**src/rtl/core/ordered_array_insert_erase_macros.svh**
```systemverilog
// Assertion macros for the ordered array control logic.
`ifndef ORDERED_ARRAY_INSERT_ERASE_MACROS_SVH
`define ORDERED_ARRAY_INSERT_ERASE_MACROS_SVH

// Property that must hold at every clock edge outside reset.
`define OAIE_ASSERT(label, prop, msg) \
  label: assert property (@(posedge clk_i) disable iff (!rst_ni) (prop)) else $error(msg);

// Condition that must never be seen outside reset.
`define OAIE_ASSERT_NEVER(label, cond, msg) \
  label: assert property (@(posedge clk_i) disable iff (!rst_ni) !(cond)) else $error(msg);

`endif

```
**src/rtl/core/oaie_pkg.sv**
```systemverilog
// Shared widths, command codes, status codes and cell operations for the ordered array.
package oaie_pkg;

  localparam int FUNC_W     = 3;
  localparam int POS_W      = 5;
  localparam int VALUE_W    = 32;
  localparam int RD_W       = 32;
  localparam int COUNT_W    = 5;
  localparam int STATUS_W   = 2;
  localparam int WIDE_W     = 64;

  // position, range_end and value packed from bit 0, padded to whole bytes.
  localparam int S_TDATA_W  = ((POS_W + POS_W + VALUE_W + 7) / 8) * 8;
  // read_data and element_count packed from bit 0, padded to whole bytes.
  localparam int M_TDATA_W  = ((RD_W + COUNT_W + 7) / 8) * 8;

  localparam int DEFAULT_CAPACITY   = 16;
  localparam int DEFAULT_DATA_WIDTH = 32;

  typedef enum logic [FUNC_W-1:0] {
    FUNC_PUSH        = 3'd0,
    FUNC_POP         = 3'd1,
    FUNC_INSERT      = 3'd2,
    FUNC_ERASE       = 3'd3,
    FUNC_ERASE_RANGE = 3'd4,
    FUNC_READ        = 3'd5,
    FUNC_CLEAR       = 3'd6
  } func_e;

  typedef enum logic [STATUS_W-1:0] {
    STAT_OK    = 2'd0,
    STAT_RANGE = 2'd1,
    STAT_FULL  = 2'd2,
    STAT_EMPTY = 2'd3
  } status_e;

  typedef enum logic [1:0] {
    CELL_HOLD = 2'd0,
    CELL_LOAD = 2'd1,
    CELL_UP   = 2'd2,
    CELL_DOWN = 2'd3
  } cell_op_e;

endpackage

```
**src/rtl/core/oaie_cell.sv**
```systemverilog
// One storage cell of the array: holds, loads, or takes a neighbor's element.
module oaie_cell #(
  parameter int DATA_WIDTH = oaie_pkg::DEFAULT_DATA_WIDTH,
  parameter int IDX_W      = 4,
  parameter int INDEX      = 0
) (
  input  logic                  clk_i,
  input  oaie_pkg::cell_op_e    op_i,
  input  logic [IDX_W-1:0]      sel_i,
  input  logic [DATA_WIDTH-1:0] wdata_i,
  input  logic [DATA_WIDTH-1:0] lower_i,
  input  logic [DATA_WIDTH-1:0] upper_i,
  output logic [DATA_WIDTH-1:0] data_o
);
  import oaie_pkg::*;

  localparam logic [IDX_W-1:0] MyIdx = IDX_W'(INDEX);

  logic [DATA_WIDTH-1:0] data_q, data_d;

  always_comb begin
    data_d = data_q;
    case (op_i)
      CELL_LOAD: begin
        if (sel_i == MyIdx) data_d = wdata_i;
      end
      CELL_UP: begin
        // Insert: the cell at the position loads, cells above it move up by one.
        if (sel_i == MyIdx) begin
          data_d = wdata_i;
        end else if (MyIdx > sel_i) begin
          data_d = lower_i;
        end
      end
      CELL_DOWN: begin
        if (MyIdx >= sel_i) data_d = upper_i;
      end
      default: data_d = data_q;
    endcase
  end

  always_ff @(posedge clk_i) begin
    data_q <= data_d;
  end

  assign data_o = data_q;

endmodule

```
**src/rtl/core/oaie_ctrl.sv**
```systemverilog
// Command decoder, fill count, range-erase sequencer and result register.
module oaie_ctrl #(
  parameter int CAPACITY   = oaie_pkg::DEFAULT_CAPACITY,
  parameter int DATA_WIDTH = oaie_pkg::DEFAULT_DATA_WIDTH,
  parameter int IDX_W      = 4
) (
  input  logic                             clk_i,
  input  logic                             rst_ni,
  input  logic                             in_valid_i,
  output logic                             in_ready_o,
  input  logic [oaie_pkg::FUNC_W-1:0]      func_i,
  input  logic [oaie_pkg::POS_W-1:0]       position_i,
  input  logic [oaie_pkg::POS_W-1:0]       range_end_i,
  input  logic [oaie_pkg::VALUE_W-1:0]     value_i,
  output logic                             out_valid_o,
  input  logic                             out_ready_i,
  output logic [oaie_pkg::RD_W-1:0]        read_data_o,
  output logic [oaie_pkg::COUNT_W-1:0]     element_count_o,
  output logic [oaie_pkg::STATUS_W-1:0]    status_o,
  output oaie_pkg::cell_op_e               cell_op_o,
  output logic [IDX_W-1:0]                 cell_sel_o,
  output logic [DATA_WIDTH-1:0]            cell_wdata_o,
  output logic [IDX_W-1:0]                 rd_idx_o,
  input  logic [DATA_WIDTH-1:0]            rd_word_i
);
  import oaie_pkg::*;

  localparam int CNT_W = $clog2(CAPACITY + 1);
  localparam int CMP_W = (CNT_W > POS_W) ? CNT_W : POS_W;

  typedef enum logic [1:0] {
    ST_IDLE  = 2'b01,
    ST_SHIFT = 2'b10
  } state_e;

  state_e               state_q, state_d;
  logic [CNT_W-1:0]     count_q, count_d;
  logic [CNT_W-1:0]     rem_q, rem_d;
  logic [IDX_W-1:0]     pos_q, pos_d;
  logic                 out_valid_q;
  logic [RD_W-1:0]      out_rd_q;
  logic [CNT_W-1:0]     out_count_q;
  status_e              out_status_q;

  logic                 accept;
  logic                 done;
  status_e              stat;
  logic [RD_W-1:0]      rd;
  logic [CMP_W-1:0]     pos_c, rend_c, cnt_c, cap_c, gap_c;
  logic signed [DATA_WIDTH-1:0] rd_word_s;
  logic signed [WIDE_W-1:0]     rd_wide;

  assign pos_c  = CMP_W'(position_i);
  assign rend_c = CMP_W'(range_end_i);
  assign cnt_c  = CMP_W'(count_q);
  assign cap_c  = CMP_W'(CAPACITY);
  assign gap_c  = rend_c - pos_c;

  assign rd_idx_o     = IDX_W'(pos_c);
  assign rd_word_s    = rd_word_i;
  assign rd_wide      = WIDE_W'(rd_word_s);
  assign cell_wdata_o = DATA_WIDTH'(value_i);

  assign in_ready_o = (state_q == ST_IDLE) && (!out_valid_q || out_ready_i);
  assign accept     = in_valid_i && in_ready_o;

  always_comb begin
    state_d   = state_q;
    count_d   = count_q;
    rem_d     = rem_q;
    pos_d     = pos_q;
    cell_op_o = CELL_HOLD;
    cell_sel_o = '0;
    done      = 1'b0;
    stat      = STAT_OK;
    rd        = '0;
    unique case (state_q)
      ST_IDLE: begin
        if (accept) begin
          done = 1'b1;
          unique case (func_e'(func_i))
            FUNC_PUSH: begin
              if (cnt_c >= cap_c) begin
                stat = STAT_FULL;
              end else begin
                cell_op_o  = CELL_LOAD;
                cell_sel_o = IDX_W'(cnt_c);
                count_d    = count_q + 1'b1;
              end
            end
            FUNC_POP: begin
              if (count_q == '0) begin
                stat = STAT_EMPTY;
              end else begin
                count_d = count_q - 1'b1;
              end
            end
            FUNC_INSERT: begin
              if (pos_c > cnt_c) begin
                stat = STAT_RANGE;
              end else if (cnt_c >= cap_c) begin
                stat = STAT_FULL;
              end else begin
                cell_op_o  = CELL_UP;
                cell_sel_o = IDX_W'(pos_c);
                count_d    = count_q + 1'b1;
              end
            end
            FUNC_ERASE: begin
              if (pos_c >= cnt_c) begin
                stat = STAT_RANGE;
              end else begin
                cell_op_o  = CELL_DOWN;
                cell_sel_o = IDX_W'(pos_c);
                count_d    = count_q - 1'b1;
              end
            end
            FUNC_ERASE_RANGE: begin
              if (pos_c > rend_c || rend_c > cnt_c) begin
                stat = STAT_RANGE;
              end else if (gap_c != '0) begin
                // A range is erased one single-step shift per cycle at its start.
                cell_op_o  = CELL_DOWN;
                cell_sel_o = IDX_W'(pos_c);
                count_d    = count_q - 1'b1;
                if (gap_c != CMP_W'(1)) begin
                  done    = 1'b0;
                  rem_d   = CNT_W'(gap_c - CMP_W'(1));
                  pos_d   = IDX_W'(pos_c);
                  state_d = ST_SHIFT;
                end
              end
            end
            FUNC_READ: begin
              if (pos_c >= cnt_c) begin
                stat = STAT_RANGE;
              end else begin
                rd = rd_wide[RD_W-1:0];
              end
            end
            FUNC_CLEAR: begin
              count_d = '0;
            end
            default: ;
          endcase
        end
      end
      ST_SHIFT: begin
        cell_op_o  = CELL_DOWN;
        cell_sel_o = pos_q;
        count_d    = count_q - 1'b1;
        rem_d      = rem_q - 1'b1;
        if (rem_q == CNT_W'(1)) begin
          done    = 1'b1;
          state_d = ST_IDLE;
        end
      end
      default: state_d = ST_IDLE;
    endcase
  end

  always_ff @(posedge clk_i or negedge rst_ni) begin
    if (!rst_ni) begin
      state_q     <= ST_IDLE;
      count_q     <= '0;
      rem_q       <= '0;
      out_valid_q <= 1'b0;
    end else begin
      state_q <= state_d;
      count_q <= count_d;
      rem_q   <= rem_d;
      if (done) begin
        out_valid_q <= 1'b1;
      end else if (out_ready_i) begin
        out_valid_q <= 1'b0;
      end
    end
  end

  always_ff @(posedge clk_i) begin
    pos_q <= pos_d;
    if (done) begin
      out_rd_q     <= rd;
      out_count_q  <= count_d;
      out_status_q <= stat;
    end
  end

  assign out_valid_o     = out_valid_q;
  assign read_data_o     = out_rd_q;
  assign element_count_o = COUNT_W'(out_count_q);
  assign status_o        = out_status_q;

`include "ordered_array_insert_erase_macros.svh"

  `OAIE_ASSERT(a_count_in_bounds, count_q <= CNT_W'(CAPACITY), "fill count above capacity")
  `OAIE_ASSERT(a_shift_has_work, (state_q == ST_SHIFT) |-> (rem_q != '0), "range shift with no steps left")
  `OAIE_ASSERT(a_shift_counts_down, (state_q == ST_SHIFT) |=> (count_q == $past(count_q) - 1'b1), "range shift did not drop one element")
  `OAIE_ASSERT_NEVER(a_no_result_in_shift, (state_q == ST_SHIFT) && out_valid_q, "result pending during range shift")
  `OAIE_ASSERT(a_result_count_current, out_valid_q |-> (out_count_q == count_q), "reported count differs from fill count")
  `OAIE_ASSERT(a_full_means_full, (out_valid_q && out_status_q == STAT_FULL) |-> (count_q == CNT_W'(CAPACITY)), "full status with room left")

endmodule

```
**src/rtl/core/ordered_array_insert_erase.sv**
```systemverilog
// Ordered array of signed words with push, pop, insert, erase, read and clear.
//
// Commands arrive as beats on the s_axis channel: tuser carries the command
// code, tdata carries position, range end and the value to store. Each
// command returns exactly one beat on the m_axis channel with the read value
// (zero unless a good read), the element count after the command and a
// status code in tuser (ok, position out of range, full, empty).
// Storage is a row of CAPACITY cells; insert and erase shift every cell above
// the position by one place, all cells together.
// Timing: for all commands but a multi-element range erase, the result beat
// is registered and valid in the cycle after the command beat. A range erase
// shifts one place per cycle from the cycle its command beat is taken, and
// its result beat follows the last shift. Commands are taken back to back while
// results are drained, so throughput is one command per cycle outside range erases.
// A pending result beat holds the command side: while the receiver stalls,
// s_axis_tready_o stays low once the result register is full.
// Reset empties the array (count zero) and drops any pending result; the
// element cells themselves are not cleared, which is invisible since only
// entries below the count can be read.
module ordered_array_insert_erase #(
  parameter int CAPACITY   = oaie_pkg::DEFAULT_CAPACITY,
  parameter int DATA_WIDTH = oaie_pkg::DEFAULT_DATA_WIDTH
) (
  input  logic                             clk_i,
  input  logic                             rst_ni,
  input  logic                             s_axis_tvalid_i,
  output logic                             s_axis_tready_o,
  // position [4:0], range_end [9:5], value [41:10], zero padding above
  input  logic [oaie_pkg::S_TDATA_W-1:0]   s_axis_tdata_i,
  // func [2:0]
  input  logic [oaie_pkg::FUNC_W-1:0]      s_axis_tuser_i,
  output logic                             m_axis_tvalid_o,
  input  logic                             m_axis_tready_i,
  // read_data [31:0], element_count [36:32], zero padding above
  output logic [oaie_pkg::M_TDATA_W-1:0]   m_axis_tdata_o,
  // status [1:0]
  output logic [oaie_pkg::STATUS_W-1:0]    m_axis_tuser_o
);
  import oaie_pkg::*;

  localparam int IDX_W = (CAPACITY > 1) ? $clog2(CAPACITY) : 1;

  cell_op_e              cell_op;
  logic [IDX_W-1:0]      cell_sel;
  logic [DATA_WIDTH-1:0] cell_wdata;
  logic [IDX_W-1:0]      rd_idx;
  logic [DATA_WIDTH-1:0] rd_word;
  logic [DATA_WIDTH-1:0] cell_data [CAPACITY];
  logic [RD_W-1:0]       read_data;
  logic [COUNT_W-1:0]    element_count;

  oaie_ctrl #(
    .CAPACITY   (CAPACITY),
    .DATA_WIDTH (DATA_WIDTH),
    .IDX_W      (IDX_W)
  ) u_ctrl (
    .clk_i           (clk_i),
    .rst_ni          (rst_ni),
    .in_valid_i      (s_axis_tvalid_i),
    .in_ready_o      (s_axis_tready_o),
    .func_i          (s_axis_tuser_i),
    .position_i      (s_axis_tdata_i[POS_W-1:0]),
    .range_end_i     (s_axis_tdata_i[2*POS_W-1:POS_W]),
    .value_i         (s_axis_tdata_i[2*POS_W+VALUE_W-1:2*POS_W]),
    .out_valid_o     (m_axis_tvalid_o),
    .out_ready_i     (m_axis_tready_i),
    .read_data_o     (read_data),
    .element_count_o (element_count),
    .status_o        (m_axis_tuser_o),
    .cell_op_o       (cell_op),
    .cell_sel_o      (cell_sel),
    .cell_wdata_o    (cell_wdata),
    .rd_idx_o        (rd_idx),
    .rd_word_i       (rd_word)
  );

  for (genvar g = 0; g < CAPACITY; g++) begin : g_cell
    // The end cells see themselves where a neighbor is missing.
    localparam int Lo = (g == 0) ? 0 : g - 1;
    localparam int Hi = (g == CAPACITY - 1) ? g : g + 1;

    oaie_cell #(
      .DATA_WIDTH (DATA_WIDTH),
      .IDX_W      (IDX_W),
      .INDEX      (g)
    ) u_cell (
      .clk_i   (clk_i),
      .op_i    (cell_op),
      .sel_i   (cell_sel),
      .wdata_i (cell_wdata),
      .lower_i (cell_data[Lo]),
      .upper_i (cell_data[Hi]),
      .data_o  (cell_data[g])
    );
  end

  always_comb begin
    rd_word = cell_data[0];
    for (int i = 0; i < CAPACITY; i++) begin
      if (rd_idx == IDX_W'(i)) rd_word = cell_data[i];
    end
  end

  assign m_axis_tdata_o = {{(M_TDATA_W - RD_W - COUNT_W){1'b0}}, element_count, read_data};

endmodule

```
**config.mk**
```make
export PLATFORM = sky130hd
export DESIGN_NAME = ordered_array_insert_erase
export DESIGN_NICKNAME = d
export VERILOG_FILES = /design/src/rtl/core/oaie_pkg.sv /design/src/rtl/core/oaie_cell.sv /design/src/rtl/core/oaie_ctrl.sv /design/src/rtl/core/ordered_array_insert_erase.sv
export VERILOG_INCLUDE_DIRS = /design/src /design/src/rtl/core
export SDC_FILE = /design/constraint.sdc
export NUM_CORES = 2
export LEC_CHECK = 0
export ABC_AREA = 1
export BUFFER_PORTS_ARGS = -buffer_cell sky130_fd_sc_hd__clkbuf_2
export CELL_PAD_IN_SITES_DETAIL_PLACEMENT = 0
export CELL_PAD_IN_SITES_GLOBAL_PLACEMENT = 1
export CORE_UTILIZATION = 35
export CTS_CLUSTER_SIZE = 40
export DETAILED_ROUTE_END_ITERATION = 10
export PLACE_DENSITY_LB_ADDON = 0.15
export SLEW_MARGIN = 20
export SYNTH_ARGS = -nofsm -noshare
export SYNTH_HDL_FRONTEND = slang
export SYNTH_HIERARCHICAL = 1
export SYNTH_SLANG_ARGS = --single-unit
export TNS_END_PERCENT = 5
```
**constraint.sdc**
```tcl
create_clock -name clk_i -period 9.9 [get_ports clk_i]
set_clock_uncertainty 0.15 [all_clocks]
set_input_delay 1.485 -clock clk_i [delete_from_list [all_inputs] [get_ports clk_i]]
set_output_delay 1.485 -clock clk_i [all_outputs]
set_load 0.05 [all_outputs]
```
# Yosys cells after proc, flatten, opt, wreduce, memory -nomap -nowiden
# Cells that the tools add are included.
# word_totals
in_bits	55
mem_bits_rw	0
ff_bits	568
mem_bits_ro	0
n_memories	0
latchBits	0
# op_classes
n_eq_ne	95
bitwise_logic	4
mul	0
add_sub_neg	5
order_cmp	35
shift	0
div_mod_pow	0
reduce_logical	37
muxes	147
# op_table
operator	count
32-bit 2-to-1 mux	76
32-bit one-hot mux with 3 select lines	14
32-bit one-hot mux with 2 select lines	2
2-bit by 1-bit inequality test with 1-bit output, second input constant	33
4-bit == test, second input constant	16
5-bit 2-to-1 mux	12
4-bit AND reduction	14
3-bit by 1-bit inequality test with 1-bit output, second input constant	15
4-bit by 3-bit == test with 1-bit output, second input constant	8
4-bit > comparator, first input constant	8
2-bit 2-to-1 mux	15
5-bit one-hot mux with 6 select lines	1
4-bit greater-or-equal comparator, first input constant	7
4-bit 2-to-1 mux	7
5-bit one-hot mux with 2 select lines	2
6-bit AND reduction	3
4-bit by 2-bit == test with 1-bit output, second input constant	4
3-bit by 4-bit greater-or-equal comparator with 1-bit output, first input constant	4
3-bit by 4-bit > comparator with 1-bit output, first input constant	4
4-bit one-hot mux with 4 select lines	1
5-bit > comparator	3
5-bit by 1-bit subtractor with 5-bit output, second input constant	3
1-bit 2-to-1 mux	11
2-bit one-hot mux with 5 select lines	1
35 further kinds	59

# Logic depth before layout (Yosys ltp)
# depth
ltp_word	16
mapped_depth	25
ltp_nobuf	23

# Modules after synthesis
# The synthesis kept the hierarchy.
# modules_own_cells
mod	cells_per_inst	n_inst	seq_area_each_um2	area_per_inst_um2
ordered_array_insert_erase	1286	1	0.0	5738.0
oaie_cell at g_cell[13].u_cell ...	354	2	960.9	2419.8
oaie_ctrl	480	1	1617.8	3858.7
oaie_cell at g_cell[2].u_cell	311	1	960.9	2595.0
oaie_cell at g_cell[1].u_cell	353	1	960.9	2421.1
oaie_cell at g_cell[9].u_cell	353	1	960.9	2417.3
oaie_cell at g_cell[12].u_cell	297	1	960.9	2371.0
oaie_cell at g_cell[14].u_cell	311	1	960.9	2362.3
oaie_cell at g_cell[7].u_cell	300	1	960.9	2356.0
oaie_cell at g_cell[0].u_cell	302	1	960.9	2341.0
oaie_cell at g_cell[6].u_cell	299	1	960.9	2341.0
oaie_cell at g_cell[11].u_cell	306	1	960.9	2336.0
oaie_cell at g_cell[4].u_cell	305	1	960.9	2312.2
oaie_cell at g_cell[10].u_cell	306	1	960.9	2308.5
3 more rows	n/a	n/a	n/a	n/a

# Worst setup path before layout
# Ideal clock, no wire load.
# synth_timing
path_kind	in2reg
start	input s_axis_tdata_i[1] (netlist bit)
end	register g_cell[10].u_cell.data_q[0] (enable)
arrival_time_ns	7.237
cell_stages	19
t_required_ns	9.284
slack_ns	2.048
path_cell_list	inv_1 -> ha_1 -> xnor2_1 -> inv_1 -> ha_1 -> nand2_2 -> nor2_2 -> nand2_2 -> nand3_4 -> o211ai_1 -> nand2_2 -> inv_2 -> nand2_1 -> a21oi_1 -> nand2_1 -> inv_2 -> buf_4 -> nand2_2 -> o21ai_0
# synth_via
elab_chain_len	10
word_cells_on_any_way	32
classes_between	add/sub: 1; order compare: 5; eq/ne: 7; mux: 15; reduce/logical: 4
# synth_rtl
element	line	rtl
start: declaration	ordered_array_insert_erase.sv:29	input logic [oaie_pkg::S_TDATA_W-1:0] s_axis_tdata_i,
5-bit subtractor	oaie_ctrl.sv:57	assign gap_c = rend_c - pos_c;
5-bit nonzero test	oaie_ctrl.sv:121	end else if (gap_c != '0) begin
4-bit 2-to-1 mux	oaie_ctrl.sv:121	
4-bit 2-to-1 mux	oaie_ctrl.sv:119	if (pos_c > rend_c || rend_c > cnt_c) begin
4-bit one-hot mux with 4 select lines (*)	oaie_ctrl.sv:81	unique case (func_e'(func_i))
4-bit 2-to-1 mux (*)	oaie_ctrl.sv:79	if (accept) begin
4-bit one-hot mux with 2 select lines (*)	oaie_ctrl.sv:77	unique case (state_q)
named net cell_sel[3]	ordered_array_insert_erase.sv:44	logic [IDX_W-1:0] cell_sel;
4-bit > comparator (tied with other cells)	oaie_cell.sv:31	end else if (MyIdx > sel_i) begin
3-bit by 1-bit inequality test with 1-bit output (no source line) / 2-bit by 1-bit inequality test with 1-bit output (equally long branches)	n/a	
4-bit AND reduction (no source line) (*)	n/a	
end signal: assignment	oaie_cell.sv:43	data_q <= data_d;
end: declaration	oaie_cell.sv:19	logic [DATA_WIDTH-1:0] data_q, data_d;
# Mark *: on every way through the listed nets, which the timed path passes. The rest lies on a longest branch.
# A chain may end at the register's enable or synchronous reset.

# Final worst setup path
# layout_timing
start	input s_axis_tdata_i[1] (netlist bit)
end	register g_cell[13].u_cell.data_q[2] (enable)
# layout_via
elab_chain_len	10
word_cells_on_any_way	32
classes_between	add/sub: 1; order compare: 5; eq/ne: 7; mux: 15; reduce/logical: 4
# layout_rtl
element	line
5-bit subtractor	oaie_ctrl.sv:57
5-bit nonzero test	oaie_ctrl.sv:121
4-bit 2-to-1 mux	oaie_ctrl.sv:121
4-bit 2-to-1 mux	oaie_ctrl.sv:119
4-bit one-hot mux with 4 select lines (*)	oaie_ctrl.sv:81
4-bit 2-to-1 mux (*)	oaie_ctrl.sv:79
4-bit one-hot mux with 2 select lines (*)	oaie_ctrl.sv:77
named net cell_sel[2]	ordered_array_insert_erase.sv:44
4-bit > comparator (tied with other cells)	oaie_cell.sv:31
3-bit by 1-bit inequality test with 1-bit output (no source line) / 2-bit by 1-bit inequality test with 1-bit output (equally long branches)	n/a
4-bit AND reduction (no source line) (*)	n/a
end signal: assignment	oaie_cell.sv:43
end: declaration	oaie_cell.sv:19
# Marks and branches as above.

==> impl_metrics.csv <==
group,metric,value,unit
sta,max_slew_margin,0.2300,
drt,wl_per_cell,22.66,um
global_route,grt_first_pass_wirelength,284400,um
logic_synthesis,synth_largest_area_cell,"edfxtp_1",
drt,vias,46060,
job,maxCapViolations,0,
power,peakVddDrop,0.0002034,V
global_route,grt-ovfl-total,0,
power,power,12.57,mW
clock_network,numCtsBuffers,78,
power,pwr-share-comb,0.443,
clock_network,ctsHoldBuffers,0,
clock_network,cts_resized,0,
sta,clock.fmax,153.7,MHz
sta,drv_slew,0,
setup_path,slowest_delay,620,ps
logic_synthesis,yosys-top-cells-area,"edfxtp_1, nand3_1, nand2_1, inv_1, o21ai_0",
global_route,antenna_found_initial,7,
sta,finalSetupViolations,0,
clock_network,clkTransAtPathRegs,60,ps
setup_path,cp_data_arrival_time,6680,ps
floorplanning,io_pins,99,
layout,final_nets,6648,
setup_path,cp.required,10070,ps
place,port_buffers,89,
logic_synthesis,synth_top_area_frac,0.3513,
logic_synthesis,syn-instance-count,6816,
setup_path,cp_cell_sequence,"clkbuf_2 -> inv_1 -> ha_1 -> xnor2_1 -> inv_1 -> ha_1 -> nand2_2 -> nor2_2 -> nand2_2 -> nand3_4 -> o211ai_1 -> nand2_2 -> inv_2 -> nand2_1 -> a21oi_4 -> buf_4 -> nand2_1 -> inv_2 -> buf_4 -> nand2_4 -> o21ai_4 -> buf_4",
place,placed_cells,8256,
floorplanning,num_rows,134,
logic_synthesis,synth_seq_cells,568,
drt,postRouteAntennaNets,0,
logic_synthesis,synth_area_per_cell,6.961,sq um
place,post-place-ws,2739,ps
sta,grt_setup_unrepaired,"false",
setup_path,path_class,"in2reg",
place,dp_hpwl,120800,um
setup_path,end_kind,"flip-flop",
layout,syn_to_final_growth,6.031,%
setup_path,cp_slowest_cell,"o21ai_4",
clock_network,cts_setup_buffers,0,
drt,route.detailed.drc,0,
place,gp_congestion,0.8405,
logic_synthesis,synthTopCellsByCount,"nand2_1, nand3_1, inv_1",
logic_synthesis,synth_edf_count,555,
power,leakagePower,20.88,nW
clock_network,cts_tree,"yes",
drt,drt_iter0_markers,4297,
floorplanning,start_util,0.3542,
logic_synthesis,ys_seq_area_frac,0.3581,
logic_synthesis,yosysMostFrequentCell,"nand2_1",
global_route,grtUsageTotal,0.2721,
run_status,status,"completed",
logic_synthesis,yosysUniqueCellTypes,52,
setup_path,path_max_fanout,34,
setup_path,start_kind,"input pin",
floorplanning,dieArea,137000,sq um
global_route,grt_pass1_vias,43690,
layout,drive_gt1_frac,0.08852,
sta,timing.final.ws_setup,3392,ps
setup_path,crit_buf_inv,8,
logic_synthesis,synthFlopType,"edfxtp_1",
sta,worstMarginPinSlew,1148,ps
logic_synthesis,synth_area,47450,sq um
layout,instances_no_fill,8400,
power,p_per_area,249.9,nW/um^2
floorplanning,die_x,370.2,um
power,switchingPower,5.895,mW
layout,design_area,50310,sq um
global_route,grt_start_max_net_pins,185,
clock_network,cts.sinks,568,
worst_hold_path,hold_class,"reg2reg",
floorplanning,die_y,370.2,um
sta,whs,354.1,ps
clock_network,cts_buffer_depth,3,
logic_synthesis,synth_warnings,6,
sta,setup_tns,0,ps
drt,vias_per_cell,5.483,
drt,wl,190400,um
power,p_sw_frac,0.4690,
power,p_clk_frac,0.227,
sta,fin_crit_sh,0.6574,
power,intPower,6.676,mW
place,placed_cell_area,47870,sq um
logic_synthesis,async_flop_share,0.02289,
drt,dr.pass1.iters,6,
sta,hold_viol,0,
power,p_seq_frac,0.331,
clock_network,cts_root_buffer,"clkbuf_16",
layout,nFillCells,14220,
clock_network,clock_latency,690,ps
setup_path,crit_family,"buffers and inverters",
layout,post-route-util,0.3755,
clock_network,cts_max_level,3,
sta,period_needed,6508,ps
floorplanning,core_area,134000,sq um
[final timing paths]
kind                       cells after the start                     endpoint               from  slack, ps
max                                           22  g_cell[13].u_cell/data_o[2]  s_axis_tdata_i[1]       3390
min                                            2            u_ctrl/state_q[0]  u_ctrl/state_q[0]        350
max reg2reg                                   19  g_cell[13].u_cell/data_o[2]    u_ctrl/cnt_c[4]       3630
min reg2reg                                    2            u_ctrl/state_q[0]  u_ctrl/state_q[0]        350
max in group asynchronous                      1            u_ctrl/state_q[0]             rst_ni       8640
min in group asynchronous                      1              u_ctrl/cnt_c[2]             rst_ni        600
[cells in the final DEF (no fill, tap or decap), drive strengths merged]
master	n
nor4	1
xor2	3
o22ai	8
conb	3
nor2	285
bufinv	4
or2	92
o211ai	19
edfxtp	555
dfstp	1
a21oi	413
o21bai	314
diode	1
clkbuf	196
a31oi	15
buf	119
nand2	1392
o21ai	604
a211oi	2
ha	25
nand3b	3
o31ai	1
a32oi	3
dfrtp	12
xnor2	3
a41oi	1
nand4	4
a22oi	2
inv	1138
nand3	1374
nor3	3
clkinv	36
[flip-flops by register name, summed over array words and instances (netlist names)]
| signal | count |
|---|---|
| g_cell.u_cell/data_o | 512 |
| u_ctrl/cnt_c | 5 |
| u_ctrl/element_count_o | 5 |
| u_ctrl/out_valid_o | 1 |
| u_ctrl/pos_q | 4 |
| u_ctrl/read_data_o | 32 |
| u_ctrl/rem_q | 5 |
| u_ctrl/state_q | 2 |
| u_ctrl/status_o | 2 |
[kinds of logic after synthesis]
| family | Yosys count | synth area share |
|---|---|---|
| and+or+nand+nor | 3154 | 0.3002 |
| adders and majority gates | 25 | 0.006593 |
| buffers and inverters | 1680 | 0.1630 |
| DFF | 568 | 0.3581 |
| xor gates and xnor gates | 6 | 0.001108 |
| AOI/OAI and AO/OA | 1382 | 0.1708 |
| other | 1 | 0.00007904 |
[power groups by stage]
stage / logic, mW / registers [mW] / clock network, mW
6_report: 5.57 / 4.16 / 2.85
5_1_grt: 6.11 / 4.23 / 2.98
4_1_cts: 5.55 / 4.16 / 2.91
3_5_place_dp: 5.54 / 4.20 / 0
3_3_place_gp: 5.48 / 4.21 / 0
2_1_floorplan: 3.96 / 4.11 / 0
[layer usage]
metal  up-vias  part of all wire  global-route usage
li1      21820                 -                   -
met4         8             0.021             0.06929
met5         -           0.00024                   0
met3       232             0.067             0.03837
met2      1482              0.46              0.4460
met1     22520              0.45              0.3736
[tightest hold or removal path: stages (launching register included)]
cell     delay [ps]
dfstp_2         370
nand2_1          50
o21ai_0          70
[final cells by class]
| cell class | count | area, sq um | area share |
|---|---|---|---|
| Clock buffer | 107 | 2153 | 0.04280 |
| Sequential cell | 568 | 16990 | 0.3378 |
| Timing Repair Buffer | 208 | 1414 | 0.02810 |
| Clock inverter | 36 | 284.0 | 0.005646 |
| Multi-Input combinational cell | 4570 | 22960 | 0.4564 |
| Antenna cell | 1 | 2.502 | 0.00004974 |
| Tap cell | 1768 | 2212 | 0.04397 |
| Inverter | 1142 | 4289 | 0.08526 |
Note: power is estimated with default switching activity, not from simulation.
